File: src/rtl/core/cdd_pkg.sv
`default_nettype none

package cdd_pkg;

	localparam int DayW   = 5;
	localparam int MonthW = 4;
	localparam int YearW  = 14;
	localparam int CountW = 22;
	localparam int SumW   = 23;
	localparam int DiffW  = 24;
	localparam int DoyW   = 9;

	localparam int MaxYearDefault = 9999;
	localparam logic [CountW-1:0] CountMax = {CountW{1'b1}};

	localparam logic [MonthW-1:0] MonJan = 4'd1;
	localparam logic [MonthW-1:0] MonFeb = 4'd2;
	localparam logic [MonthW-1:0] MonDec = 4'd12;

	// controller to datapath
	typedef struct packed {
		logic load;
		logic step;
		logic fin1;
		logic fin2;
	} cdd_cmd_t;

	// datapath to controller
	typedef struct packed {
		logic sweep_last;
	} cdd_sts_t;

	function automatic logic [DayW-1:0] month_len(input logic [MonthW-1:0] m);
		logic [DayW-1:0] len;
		case (m)
			4'd1, 4'd3, 4'd5, 4'd7, 4'd8, 4'd10, 4'd12: len = 5'd31;
			4'd4, 4'd6, 4'd9, 4'd11:                    len = 5'd30;
			4'd2:                                       len = 5'd28;
			default:                                    len = 5'd0;
		endcase
		return len;
	endfunction

	function automatic logic [DoyW-1:0] days_before(input logic [MonthW-1:0] m);
		logic [DoyW-1:0] n;
		case (m)
			4'd2:    n = 9'd31;
			4'd3:    n = 9'd59;
			4'd4:    n = 9'd90;
			4'd5:    n = 9'd120;
			4'd6:    n = 9'd151;
			4'd7:    n = 9'd181;
			4'd8:    n = 9'd212;
			4'd9:    n = 9'd243;
			4'd10:   n = 9'd273;
			4'd11:   n = 9'd304;
			4'd12:   n = 9'd334;
			default: n = 9'd0;
		endcase
		return n;
	endfunction

endpackage

`default_nettype wire

File: src/rtl/core/cdd_ctrl.sv
`default_nettype none

module cdd_ctrl
	import cdd_pkg::*;
(
	input  wire logic     clk,
	input  wire logic     arst_n,
	input  wire logic     in_valid,
	output logic          in_stall,
	output logic          out_valid,
	input  wire logic     out_stall,
	output cdd_cmd_t      cmd,
	input  wire cdd_sts_t sts
);

	localparam logic [1:0] StIdle  = 2'd0;
	localparam logic [1:0] StSweep = 2'd1;
	localparam logic [1:0] StFin1  = 2'd2;
	localparam logic [1:0] StFin2  = 2'd3;

	logic [1:0] state_q, state_d;
	logic       out_valid_q;
	logic       out_free;

	assign out_free  = !out_valid_q || !out_stall;
	assign in_stall  = (state_q != StIdle);
	assign out_valid = out_valid_q;

	always_comb begin
		state_d  = state_q;
		cmd      = '0;
		unique case (state_q)
			StIdle: begin
				if (in_valid) begin
					cmd.load = 1'b1;
					state_d  = StSweep;
				end
			end
			StSweep: begin
				cmd.step = 1'b1;
				if (sts.sweep_last) state_d = StFin1;
			end
			StFin1: begin
				cmd.fin1 = 1'b1;
				state_d  = StFin2;
			end
			StFin2: begin
				// result waits here until the output register frees up
				if (out_free) begin
					cmd.fin2 = 1'b1;
					state_d  = StIdle;
				end
			end
			default: state_d = StIdle;
		endcase
	end

	always_ff @(posedge clk or negedge arst_n) begin
		if (!arst_n) begin
			state_q     <= StIdle;
			out_valid_q <= 1'b0;
		end else begin
			state_q <= state_d;
			if (cmd.fin2) out_valid_q <= 1'b1;
			else if (!out_stall) out_valid_q <= 1'b0;
		end
	end

endmodule

`default_nettype wire

File: src/rtl/core/cdd_dpath.sv
`default_nettype none

module cdd_dpath
	import cdd_pkg::*;
#(
	parameter int MAX_YEAR = MaxYearDefault
) (
	input  wire logic              clk,
	input  wire cdd_cmd_t          cmd,
	output cdd_sts_t               sts,
	input  wire logic [DayW-1:0]   first_day,
	input  wire logic [MonthW-1:0] first_month,
	input  wire logic [YearW-1:0]  first_year,
	input  wire logic [DayW-1:0]   second_day,
	input  wire logic [MonthW-1:0] second_month,
	input  wire logic [YearW-1:0]  second_year,
	input  wire logic              include_end_day,
	output logic [CountW-1:0]      day_count,
	output logic                   date_invalid
);

	localparam logic [YearW:0] MaxYearW = (YearW+1)'(MAX_YEAR);

	logic [DayW-1:0]   d1_q, d2_q;
	logic [MonthW-1:0] m1_q, m2_q;
	logic [YearW-1:0]  y1_q, y2_q, ymin_q, ymax_q, yr_q;
	logic              inc_q, leap1_q, leap2_q;
	logic [6:0]        c100_q;
	logic [8:0]        c400_q;
	logic [SumW-1:0]   sum_q;
	logic [DiffW-1:0]  diff_s1;
	logic              inv_s1;
	logic [CountW-1:0] count_q;
	logic              invalid_q;

	logic              leap_yr;
	logic [DayW-1:0]   len1, len2;
	logic              ok1, ok2;
	logic [DoyW-1:0]   doy1, doy2;
	logic [DiffW-1:0]  diff_d, mag;
	logic [DiffW:0]    total;

	assign sts.sweep_last = (yr_q == ymax_q);

	// gregorian leap rule from running residues of the swept year
	assign leap_yr = (yr_q[1:0] == 2'd0) && ((c100_q != 7'd0) || (c400_q == 9'd0));

	always_comb begin
		len1 = (m1_q == MonFeb) ? (leap1_q ? 5'd29 : 5'd28) : month_len(m1_q);
		len2 = (m2_q == MonFeb) ? (leap2_q ? 5'd29 : 5'd28) : month_len(m2_q);
		ok1  = (m1_q >= MonJan) && (m1_q <= MonDec) && ({1'b0, y1_q} <= MaxYearW)
			&& (d1_q != '0) && (d1_q <= len1);
		ok2  = (m2_q >= MonJan) && (m2_q <= MonDec) && ({1'b0, y2_q} <= MaxYearW)
			&& (d2_q != '0) && (d2_q <= len2);
		doy1 = days_before(m1_q) + DoyW'(d1_q) + DoyW'((m1_q > MonFeb) && leap1_q);
		doy2 = days_before(m2_q) + DoyW'(d2_q) + DoyW'((m2_q > MonFeb) && leap2_q);
		if (y1_q > y2_q) begin
			diff_d = DiffW'(sum_q) + DiffW'(doy1) - DiffW'(doy2);
		end else begin
			diff_d = DiffW'(sum_q) + DiffW'(doy2) - DiffW'(doy1);
		end
		mag   = diff_s1[DiffW-1] ? (~diff_s1 + 1'b1) : diff_s1;
		total = {1'b0, mag} + (DiffW+1)'(inc_q);
	end

	always_ff @(posedge clk) begin
		if (cmd.load) begin
			d1_q   <= first_day;
			m1_q   <= first_month;
			y1_q   <= first_year;
			d2_q   <= second_day;
			m2_q   <= second_month;
			y2_q   <= second_year;
			inc_q  <= include_end_day;
			ymin_q <= (first_year < second_year) ? first_year : second_year;
			ymax_q <= (first_year < second_year) ? second_year : first_year;
			yr_q   <= '0;
			c100_q <= '0;
			c400_q <= '0;
			sum_q  <= '0;
		end
		if (cmd.step) begin
			yr_q   <= yr_q + 1'b1;
			c100_q <= (c100_q == 7'd99) ? 7'd0 : c100_q + 1'b1;
			c400_q <= (c400_q == 9'd399) ? 9'd0 : c400_q + 1'b1;
			if (yr_q == y1_q) leap1_q <= leap_yr;
			if (yr_q == y2_q) leap2_q <= leap_yr;
			if ((yr_q >= ymin_q) && (yr_q != ymax_q)) begin
				sum_q <= sum_q + (leap_yr ? SumW'(366) : SumW'(365));
			end
		end
		if (cmd.fin1) begin
			diff_s1 <= diff_d;
			inv_s1  <= !(ok1 && ok2);
		end
		if (cmd.fin2) begin
			invalid_q <= inv_s1;
			if (inv_s1) count_q <= '0;
			else if (total > (DiffW+1)'(CountMax)) count_q <= CountMax;
			else count_q <= total[CountW-1:0];
		end
	end

	assign day_count    = count_q;
	assign date_invalid = invalid_q;

endmodule

`default_nettype wire

File: src/rtl/core/calendar_day_difference.sv
// calendar_day_difference: days between two gregorian dates
//
// input channel: in_valid/in_stall with both dates and include_end_day;
//   a transaction is taken when in_valid is high and in_stall is low
// output channel: out_valid/out_stall with day_count and date_invalid;
//   one result transaction for every input transaction, in order
// the year sweep visits every year from 0 up to the later year, one year
//   per cycle, and sets the rate
// throughput: one transaction at a time; in_stall is high from acceptance
//   until the result is written into the output register
// a finished result sits in the output register; the next input transaction
//   is accepted while it waits, and its own result is held back until the
//   register is taken
// out of range dates (bad month, day zero or past month end, year past
//   MAX_YEAR) give date_invalid = 1 and day_count = 0
// reset (arst_n low) empties the block: no result pending, ready for input
`default_nettype none

module calendar_day_difference
	import cdd_pkg::*;
#(
	parameter int MAX_YEAR = MaxYearDefault
) (
	input  wire logic              clk,
	input  wire logic              arst_n,
	input  wire logic              in_valid,
	output logic                   in_stall,
	input  wire logic [DayW-1:0]   first_day,
	input  wire logic [MonthW-1:0] first_month,
	input  wire logic [YearW-1:0]  first_year,
	input  wire logic [DayW-1:0]   second_day,
	input  wire logic [MonthW-1:0] second_month,
	input  wire logic [YearW-1:0]  second_year,
	input  wire logic              include_end_day,
	output logic                   out_valid,
	input  wire logic              out_stall,
	output logic [CountW-1:0]      day_count,
	output logic                   date_invalid
);

	cdd_cmd_t cmd;
	cdd_sts_t sts;

	// sequencer: idle, year sweep, check and subtract, absolute value and output
	cdd_ctrl u_ctrl (
		.clk       (clk),
		.arst_n    (arst_n),
		.in_valid  (in_valid),
		.in_stall  (in_stall),
		.out_valid (out_valid),
		.out_stall (out_stall),
		.cmd       (cmd),
		.sts       (sts)
	);

	// year accumulator, leap tracking, range checks and result register
	cdd_dpath #(
		.MAX_YEAR (MAX_YEAR)
	) u_dpath (
		.clk             (clk),
		.cmd             (cmd),
		.sts             (sts),
		.first_day       (first_day),
		.first_month     (first_month),
		.first_year      (first_year),
		.second_day      (second_day),
		.second_month    (second_month),
		.second_year     (second_year),
		.include_end_day (include_end_day),
		.day_count       (day_count),
		.date_invalid    (date_invalid)
	);

endmodule

`default_nettype wire

File: config.mk
export PLATFORM = sky130hd
export DESIGN_NAME = calendar_day_difference
export DESIGN_NICKNAME = d
export VERILOG_FILES = /design/src/rtl/core/cdd_pkg.sv /design/src/rtl/core/cdd_ctrl.sv /design/src/rtl/core/cdd_dpath.sv /design/src/rtl/core/calendar_day_difference.sv
export SDC_FILE = /design/constraint.sdc
export NUM_CORES = 1
export LEC_CHECK = 0
export ABC_AREA = 1
export BUFFER_PORTS_ARGS = -buffer_cell sky130_fd_sc_hd__buf_4
export CAP_MARGIN = 20
export CORE_MARGIN = 3
export CORE_UTILIZATION = 40
export DETAILED_ROUTE_END_ITERATION = 12
export PLACE_DENSITY_LB_ADDON = 0.15
export RECOVER_POWER = 100
export SLEW_MARGIN = 15
export SYNTH_ARGS = -nofsm -noshare
export SYNTH_HDL_FRONTEND = slang
export SYNTH_SLANG_ARGS = --single-unit
export TNS_END_PERCENT = 100
File: constraint.sdc
create_clock -name clk -period 10.1 [get_ports clk]
set_clock_uncertainty 0.2 [all_clocks]
set_input_delay 1.01 -clock clk [delete_from_list [all_inputs] [get_ports clk]]
set_output_delay 1.01 -clock clk [all_outputs]
set_load 0.02 [all_outputs]
## Word level (Yosys, flattened, before mapping)

Memories as Yosys holds them, arrays and structs flattened. A register that Yosys moved wholly into a read port is not among the register bits.
Index checks and enable logic that the tools add are counted.

| cells by class | value |
|---|---|
| shifts and indexed selects | 0 |
| add/sub/neg operators | 14 |
| div/mod/pow operators | 0 |
| bitwise operators | 1 |
| eq/ne operators | 15 |
| reductions and logical operators | 29 |
| muxes and demuxes | 37 |
| multipliers | 0 |
| magnitude comparators | 14 |

Operators by type and width:

| cell | number |
|---|---|
| 2-to-1 mux 23 bit | 3 |
| 2-to-1 mux 14 bit | 4 |
| adder 23 x 9 -> 24 bit | 2 |
| 2-to-1 mux 24 bit | 2 |
| subtractor 24 x 9 -> 24 bit | 2 |
| equality test 14 bit | 3 |
| less-or-equal comparator 14 bit (second input constant) | 2 |
| 2-to-1 mux 9 bit | 3 |
| adder 24 x 1 -> 25 bit | 1 |
| greater-than comparator 25 x 22 -> 1 bit (second input constant) | 1 |
| adder 24 x 1 -> 24 bit (second input constant) | 1 |
| inverter 24 bit | 1 |
| adder 23 bit | 1 |
| 2-to-1 mux 22 bit | 1 |
| 2-to-1 mux 7 bit | 3 |
| adder 9 x 1 -> 9 bit | 2 |
| adder 9 x 5 -> 9 bit | 2 |
| 2-to-1 mux 4 bit | 4 |
| adder 14 x 1 -> 14 bit (second input constant) | 1 |
| greater-or-equal comparator 14 bit | 1 |
| greater-than comparator 14 bit | 1 |
| less-than comparator 14 bit | 1 |
| != test 14 bit | 1 |
| logical AND 1 bit | 13 |
| other kinds (26) | 54 |

| word-level totals | value |
|---|---|
| output and inout bits | 25 |
| memories kept | 4 |
| bits in read-only memories | 448 |
| bits in latches | 0 |
| RAM bits | 0 |
| register bits | 181 |

Memories:

| memory | depth | width | rd ports | clocked after memory_dff | wr ports | line | text |
|---|---|---|---|---|---|---|---|
| (name not given) | 16 | 9 | 1 | 1 | 0 | cdd_pkg.sv:46 | `case (m)` |
| (name not given) | 16 | 9 | 1 | 1 | 0 | cdd_pkg.sv:46 |  |
| (name not given) | 16 | 5 | 1 | 1 | 0 | cdd_pkg.sv:35 | `case (m)` |
| (name not given) | 16 | 5 | 1 | 1 | 0 | cdd_pkg.sv:35 |  |

## Logic depth before layout (Yosys ltp)

| depth | value |
|---|---|
| word-level depth | 7 |
| mapped depth | 29 |
| gate-level depth less buffers | 29 |

## Modules after synthesis

From an unflattened synthesis, not the netlist that was laid out.

| unflattened totals | value |
|---|---|
| cells, all modules | 1989 |
| area, all modules | 15803.9 um^2 |

By module, submodules not included:

| module | sequential area each (um^2) | times used | cells an instance | area each (um^2) |
|---|---|---|---|---|
| cdd_dpath | 5595.4 | 1 | 1957 | 15552.4 |
| cdd_ctrl | 75.1 | 1 | 32 | 251.5 |

## Worst setup path before layout

OpenSTA, ideal clock, no wires.

| timing path | value |
|---|---|
| path type | register to register |
| start point | reg u_dpath.m2_q[1] |
| end point | reg u_dpath.diff_s1[15] (data pin) |
| arrival | 4380 ps |
| required time | 9647 ps |
| setup time | 253 ps |
| stages on the path, launching flop included | 25 |
| path buffers | 0 |
| slack | 5267 ps |
| cells stage by stage | edfxtp_1 > nand3_1 > inv_1 > a211oi_1 > fa_1 > inv_1 > fa_1 > o21ai_0 > nand2_1 > a21boi_0 > xor2_1 > inv_1 > fa_1 > inv_1 > ha_1 > a21oi_1 > o21ai_0 > a21oi_1 > inv_1 > a21oi_1 > o21ai_0 > nand3_1 > nand3_1 > nand2_1 > nand2_1 |

| between the ends | value |
|---|---|
| longest elaborated chain between the ends | 6 |

RTL lines:

| element | line | text |
|---|---|---|
| from (decl) | cdd_dpath.sv:25 | `logic [MonthW-1:0] m1_q, m2_q;` |
| from (signal assigned) | cdd_dpath.sv:72 | `m2_q <= second_month;` |
| greater-than comparator 4 x 2 -> 1 bit * | cdd_dpath.sv:56 | `doy2 = days_before(m2_q) + DoyW'(d2_q) + DoyW'((m2_q > MonFeb) && leap2_q);` |
| logical AND 1 bit * | cdd_dpath.sv:56 |  |
| adder 9 x 1 -> 9 bit * | cdd_dpath.sv:56 |  |
| adder 23 x 9 -> 24 bit | cdd_dpath.sv:60 | `diff_d = DiffW'(sum_q) + DiffW'(doy2) - DiffW'(doy1);` |
| subtractor 24 x 9 -> 24 bit | cdd_dpath.sv:60 |  |
| 2-to-1 mux 24 bit * | cdd_dpath.sv:57 | `if (y1_q > y2_q) begin` |
| named net u_dpath.diff_d[15] | cdd_dpath.sv:40 | `logic [DiffW-1:0] diff_d, mag;` |
| to (signal assigned) | cdd_dpath.sv:93 | `diff_s1 <= diff_d;` |
| to (decl) | cdd_dpath.sv:31 | `logic [DiffW-1:0] diff_s1;` |

The timed path passes the listed nets; every way through them passes the cells marked *.
A chain may end at the register's enable or synchronous reset.

==> impl_metrics.py <==
metrics = {
    "critical_path": {
        "cp-start-kind": "flip-flop",
        "worstRegToRegCells": 5,
        "critPathMaxFanout": 63,
        "crit_path_end_kind": "flip-flop",
        "critPathRequiredTime_ns": 9.97,
        "r2r-end": "u_dpath.ymax_q[3]",
        "rr_startpoint": "u_ctrl.state_q[0]",
        "crit_arrival_ns": 5.47,
        "criticalPathCategory": "reg -> reg",
        "ff2ff_setup_slack_ns": 4.50,
    },
    "final_layout": {
        "drive_gt1_share_pct": 7.17,
        "post-route-cell-area_um2": 17400,
        "nets": 2285,
        "antenna_cells": 0,
        "post-route-util_pct": 44.8,
        "syn_to_final_growth_pct": 10.2,
    },
    "floorplan": {
        "fp.dieH_um": 204,
        "ios": 76,
        "dieArea_um2": 41800,
        "die_w_um": 204,
        "rows": 72,
        "core-area_um2": 38700,
        "start_util_pct": 40.7,
    },
    "logic_synthesis": {
        "synth_cells": 2000,
        "ys.flop_type": "edfxtp_1",
        "synth-seq-cells": 205,
        "ys.warnings.count": 0,
        "synthArstFlopShare_pct": 1.46,
        "synthXorXnorAreaFrac_pct": 4.67,
        "ys_types": 55,
        "synth_compound_area_share_pct": 10.8,
        "netlist_area_um2": 15800,
        "yosys-top-cells-count": "437 x nand2_1, 314 x inv_1, 160 x nor2_1",
        "synthDominantCellAreaShare_pct": 29.6,
        "syn_area_per_cell_um2": 7.88,
        "yosys.area.top_type": "edfxtp_1",
        "synth.most_common_cell": "nand2_1",
        "synthAdderAreaFrac_pct": 13.9,
        "yosysSeqAreaShare_pct": 36.0,
        "synth_area_leaders": "edfxtp_1 30%, ha_1 11%, nand2_1 10%, inv_1 7.5%, dfxtp_1 6.0%",
        "synth_top_family_by_area": "simple AND/OR/NAND/NOR gates",
        "muxShareOfSynthArea_pct": 0.0636,
        "synth_simple_gate_area_share_pct": 25.7,
        "synth_edf_count": 155,
        "synth_nets": 2211,
    },
    "sta": {
        "tns_ns": 0,
        "fin_crit_ns": 5.60,
        "timing.slew.headroom_pct": -127,
        "rsz0062_at_grt": "false",
        "fmax_mhz": 178,
        "setup_viol": 0,
        "finalHoldViolCount": 0,
        "period_share_pct": 55.5,
        "timing.final.max_slew_violations": 205,
        "hold_ws_ns": 0.0706,
        "worst_slew_pin_slew_ns": 3.40,
    },
    "global_route": {
        "grt-ovfl-total": 0,
        "antenna_found_initial": 0,
        "grt_pass1_wl_mm": 64.9,
        "grt_pass1_vias": 12700,
        "grt_usage_pct": 19.0,
        "grt_max_degree": 64,
    },
    "run": {
        "cap_violations": 6,
    },
    "cts": {
        "cts_sinks": 205,
        "max-clock-path-buffers": 3,
        "clkTransAtPathRegs_ns": 0.06,
        "cts_tree": "built",
        "cts_hold_buffers": 0,
        "clk_latency_ns": 0.54,
        "cts-buffers-inserted": 25,
        "cts_setup_buffers": 0,
        "cts.repair.resized": 0,
        "htree_levels": 1,
        "cts_root_buf": "clkbuf_16",
    },
    "route": {
        "wl_mm": 39.6,
        "postRouteAntennaNets": 0,
        "via_per_inst": 5.01,
        "dr.pass1.iters": 6,
        "drt_iter0_drc": 720,
        "wire_per_inst_um": 15.2,
        "via_count": 13100,
        "drcViolationCount": 0,
    },
    "placement": {
        "hpwlAfterDp_mm": 31.3,
        "gp_congestion": 0.908,
        "io_buffers": 75,
        "place_area_um2": 16800,
    },
    "hold_path": {
        "hold_class": "in -> async",
    },
    "run_status": {
        "violations": "max-capacitance violations, max-slew violations",
        "run_status": "finished, violations left",
    },
}
==> area by class of cell <==
cell class                      instances  area, µm²
Tap cell                              518        648
Timing Repair Buffer                   85        438
Fill cell                            3951      21400
Inverter                              323       1210
Sequential cell                       205       5670
Clock inverter                         12       86.3
Multi-Input combinational cell       1434       8620
Clock buffer                           33        677
==> cell usage in the layout, fill, tap and decap left out, types with 59 or more instances in the layout <==
| master | Yosys | final |
|---|---|---|
| a21oi_1 | 103 | 104 |
| clkbuf_1 | 23 | 59 |
| edfxtp_1 | 155 | 155 |
| ha_1 | 136 | 136 |
| inv_1 | 314 | 314 |
| nand2_1 | 437 | 441 |
| nand3_1 | 121 | 124 |
| nor2_1 | 160 | 164 |
| o21ai_0 | 122 | 125 |
| xor2_1 | 65 | 65 |
==> worst max-delay path: stages, from the launching register on <==
cell and delay [ns]:
dfrtp_1 0.40, inv_1 0.13, ha_1 0.19, nand2_1 0.69, clkinvlp_2 1.01, clkbuf_1 2.45
==> through the flow <==
stage | cells | worst slack (ns)
after global placement | 2563 | 4.80
after CTS | 2608 | 4.55
after detailed placement | 2563 | 4.58
after floorplan | 2000 | 5.27
after global routing | 2610 | 3.96
final | 2610 | 4.50
==> metal layers <==
layer / wire length [µm] / global-route usage, % / up-vias
met5: 0 / 0 / -
met3: 1440 / 2.18 / 58
met4: 1060 / 5.55 / 0
met2: 18200 / 31.9 / 234
li1: - / - / 6757
met1: 18800 / 25.9 / 6037
==> worst max-delay path by stage <==
stage,start,end,cells after the start
2_1_floorplan,u_dpath.m2_q[1],u_dpath.diff_s1[15],24
4_1_cts,u_dpath.m2_q[1],u_dpath.diff_s1[15],24
3_5_place_dp,u_dpath.m2_q[1],u_dpath.diff_s1[15],24
3_3_place_gp,u_dpath.m2_q[1],u_dpath.diff_s1[15],24
5_1_grt,u_ctrl.state_q[0],u_dpath.y1_q[1],5
6_report,u_ctrl.state_q[0],u_dpath.ymax_q[3],5
==> kinds of logic (layout without fill, tap and decap cells) <==
group | count (synthesis) | in the layout
AO/OA/AOI/OAI | 302 | 302
XOR/XNOR | 84 | 84
adder cells (fa/ha/maj) | 160 | 160
buffers and inverters | 361 | 453
flip-flops | 205 | 205
multiplexers | 1 | 1
AND/OR/NAND/NOR | 887 | 887
Power is not shown: default switching activity piles up to over one toggle a cycle in this logic, so the estimate is an artifact.
